File: src/rtl/core/selt_ram.sv
`timescale 1ns / 1ps
// Generic single-port-write, single-port-read RAM with registered read data.
// No dependencies.
module selt_ram #(
  parameter int WIDTH = 8,
  parameter int DEPTH = 16
) (
  input  logic                     clk,
  input  logic                     wr_en,
  input  logic [$clog2(DEPTH)-1:0] wr_addr,
  input  logic [WIDTH-1:0]         wr_data,
  input  logic                     rd_en,
  input  logic [$clog2(DEPTH)-1:0] rd_addr,
  output logic [WIDTH-1:0]         rd_data
);

  logic [WIDTH-1:0] mem [DEPTH];

  always_ff @(posedge clk) begin
    if (wr_en) begin
      mem[wr_addr] <= wr_data;
    end
    if (rd_en) begin
      rd_data <= mem[rd_addr];
    end
  end

endmodule
File: config.mk
export PLATFORM = sky130hd
export DESIGN_NAME = selt_ram
export DESIGN_NICKNAME = d
export VERILOG_FILES = /design/src/rtl/core/selt_ram.sv
export SDC_FILE = /design/constraint.sdc
export NUM_CORES = 1
export LEC_CHECK = 0
export BUFFER_PORTS_ARGS = -buffer_cell sky130_fd_sc_hd__buf_2
export CAP_MARGIN = 0
export CORE_ASPECT_RATIO = 0.5
export CORE_MARGIN = 3
export CORE_UTILIZATION = 42
export CTS_CLUSTER_DIAMETER = 60
export DETAILED_ROUTE_END_ITERATION = 16
export PLACE_DENSITY = 0.67
export SLEW_MARGIN = 20
export SYNTH_ARGS = -nofsm -noshare
export SYNTH_HDL_FRONTEND = slang
export SYNTH_SLANG_ARGS = --single-unit
File: constraint.sdc
create_clock -name clk -period 3.82 [get_ports clk]
set_input_delay 0 -clock clk [delete_from_list [all_inputs] [get_ports clk]]
set_output_delay 0 -clock clk [all_outputs]
set_load 0.005 [all_outputs]
==> impl_metrics.tcl <==
set metrics [dict create \
    antenna_found_initial 1 \
    clk_pin_slew_worst_paths_ns 0.05 \
    rsz0062_at_grt "false" \
    core.rowCount 28 \
    startpoint_type "register" \
    n_antenna_cell 0 \
    tightest_slew_ns 0.9922 \
    drt_first_pass_iters 4 \
    grt_pass1_vias 2576 \
    clock_path_buffers 2 \
    die_area_um2 13900 \
    nNetsFinal 296 \
    setup-tns-final_ns 0 \
    vias 2517 \
    gp_congestion 0.7431 \
    maxCapViolCount 0 \
    ff_latch_area_um2 4084 \
    drtAntennaViolNets 0 \
    die_y_um 84.89 \
    grt_pass1_wl_mm 16.02 \
    coreArea_um2 11980 \
    yosysTopAreaCell "edfxtp_1" \
    grt_usage 0.1651 \
    powerDensity_nw_per_um2 552.5 \
    p_comb_frac 0.045 \
    worst_slack_ns 2.214 \
    drc 0 \
    dpl-instance-area_um2 5508 \
    crit_type "register to register" \
    min_path_type "primary input to register" \
    port_buffers 26 \
    finalSetupViolations 0 \
    wl_mm 10.40 \
    die_x_um 163.8 \
    wl_per_cell_um 22.91 \
    cp.required_ns 3.97 \
    fin_worst_skew_ns 0.006448 \
    status "completed" \
    vias_per_cell 5.544 \
    clk_latency_ns 0.41 \
    ys_ff_latch 136 \
    cts_root_buffer "clkbuf_16" \
    netlist_area_um2 5228 \
    dp_hpwl_mm 6.304 \
    final_cell_mix "edfxtp_1 (136), buf_2 (25), mux4_2 (18), clkbuf_16 (17), a22oi_1 (16)" \
    cts_setup_buffers 0 \
    stdcell_area_um2 6167 \
    power.net_switching_uw 652.7 \
    grt_max_degree 33 \
    synth.yosys.seq_area_share 0.7812 \
    maxSlewViolCount 0 \
    synth.distinct_cells 18 \
    pre_cts_slack_ns 1.582 \
    vdd_drop_max_uv 355.2 \
    yosysWarnings 0 \
    fmax_mhz 622.8 \
    cts_buffers 17 \
    drive_above_1_share 0.2595 \
    final_common_cell "edfxtp_1" \
    pwr-share-seq 0.497 \
    synth_top_area_frac 0.7812 \
    pin_count 27 \
    syn_avg_cell_area_um2 22.83 \
    p_int_mw 2.755 \
    drtIter0Drc 243 \
    p_leak_nw 2.048 \
    grt_remaining_overflow 0 \
    layout_min_cycle_time_ns 1.606 \
    finalCritPeriodShare 0.4203 \
    initial_utilization 0.4363 \
    tritoncts "built" \
    synthCells 229 \
    endpoint_kind "register" \
    fill_cells 940 \
    pwr-share-clk 0.458 \
    multiInputGateArea_um2 1057 \
    hold_viol 0 \
    crit_fanout 1 \
    clock-sinks 136 \
    sw_frac_of_total 0.1916 \
    yosys-top-cells-area "edfxtp_1 (78%), mux4_2 (7.8%), mux4_1 (7.0%)" \
    htree_num_levels 4 \
    synth_fp_nets 248 \
    fin_hold_ws_ns 0.1507 \
    area_delta_synth_final_pct 17.98 \
    slew_headroom 0.3361 \
    arrival_ns 1.76 \
]
## registers in the layout, summed over array words and instances (netlist names)
name / cells
mem: 128
rd_data: 8
## metrics by stage
stage / power [mW] / instances / util
5_1_grt: 3.526 / 454 / 0.5147
3_3_place_gp: 1.862 / 414 / 0.4597
3_5_place_dp: 1.870 / 414 / 0.4597
4_1_cts: 3.435 / 454 / 0.5145
2_1_floorplan: 1.804 / 229 / -
6_report: 3.407 / 454 / 0.5147
## cells by family (layout without fill, tap and decap cells)
| logic type | after synthesis | count (layout) | share of synthesized area |
|---|---|---|---|
| AOI/OAI and AO/OA | 16 | 16 | 0.02298 |
| buffers and inverters | 10 | 70 | 0.01651 |
| DFF | 136 | 136 | 0.7812 |
| muxes | 32 | 32 | 0.1479 |
| and+or+nand+nor | 35 | 35 | 0.03136 |
## path summary, 6_finish.rpt
check	from	to	slack, ns	cells past startpoint
setup reg to reg	mem[2][0]	rd_data[0]	2.21	3
setup / recovery	mem[2][0]	rd_data[0]	2.21	3
hold / removal	wr_addr[0]	mem[4][6]	0.15	3
hold reg to reg	mem[12][0]	rd_data[0]	0.76	3
## routing by layer
layer / vias up / global-route usage / part of all wire
met5: - / 0 / 0.0012
met4: 2 / 0.06370 / 0.012
met3: 13 / 0.04632 / 0.070
met2: 95 / 0.2447 / 0.47
met1: 1323 / 0.2357 / 0.45
li1: 1084 / - / -
## power by group through the flow
| stage | clock [mW] | combinational [mW] | sequential (mW) |
|---|---|---|---|
| detailed placement | 0 | 0.147 | 1.72 |
| global placement | 0 | 0.141 | 1.72 |
| CTS | 1.59 | 0.156 | 1.69 |
| finish | 1.56 | 0.154 | 1.69 |
| global route | 1.66 | 0.168 | 1.69 |
| floorplan | 0 | 0.0848 | 1.72 |
## what timing repair did
| item | 4_1_cts | 5_1_grt |
|---|---|---|
| resized for setup | 0 | 0 |
| hold buffers | 9 | 0 |
| hold endpoints to repair | 136 | 0 |
## synth_stat cells
library cell,n
edfxtp_1,136
mux4_2,18
a22oi_1,16
mux4_1,14
nor2_1,13
nand2_1,9
nor3_1,4
buf_2,3
buf_6,3
clkdlybuf4s25_2,3
nand2b_1,2
nand3b_1,2
and2_1,1
and2b_1,1
buf_4,1
nand3_1,1
nor2b_1,1
or3b_2,1
## worst max-delay path, stage by stage (launching register included)
cell,delay (ns)
edfxtp_1,0.37
mux4_1,0.49
a22oi_1,0.39
nand2_1,0.09
## cell type report
type,instances,area share
sequential,136,0.6622
tap,165,0.03348
timing repair buffer,39,0.04098
clock inverter,12,0.02171
multi-input combinational,83,0.1714
clock buffer,19,0.07020
Power figures use the tool's default switching activity.
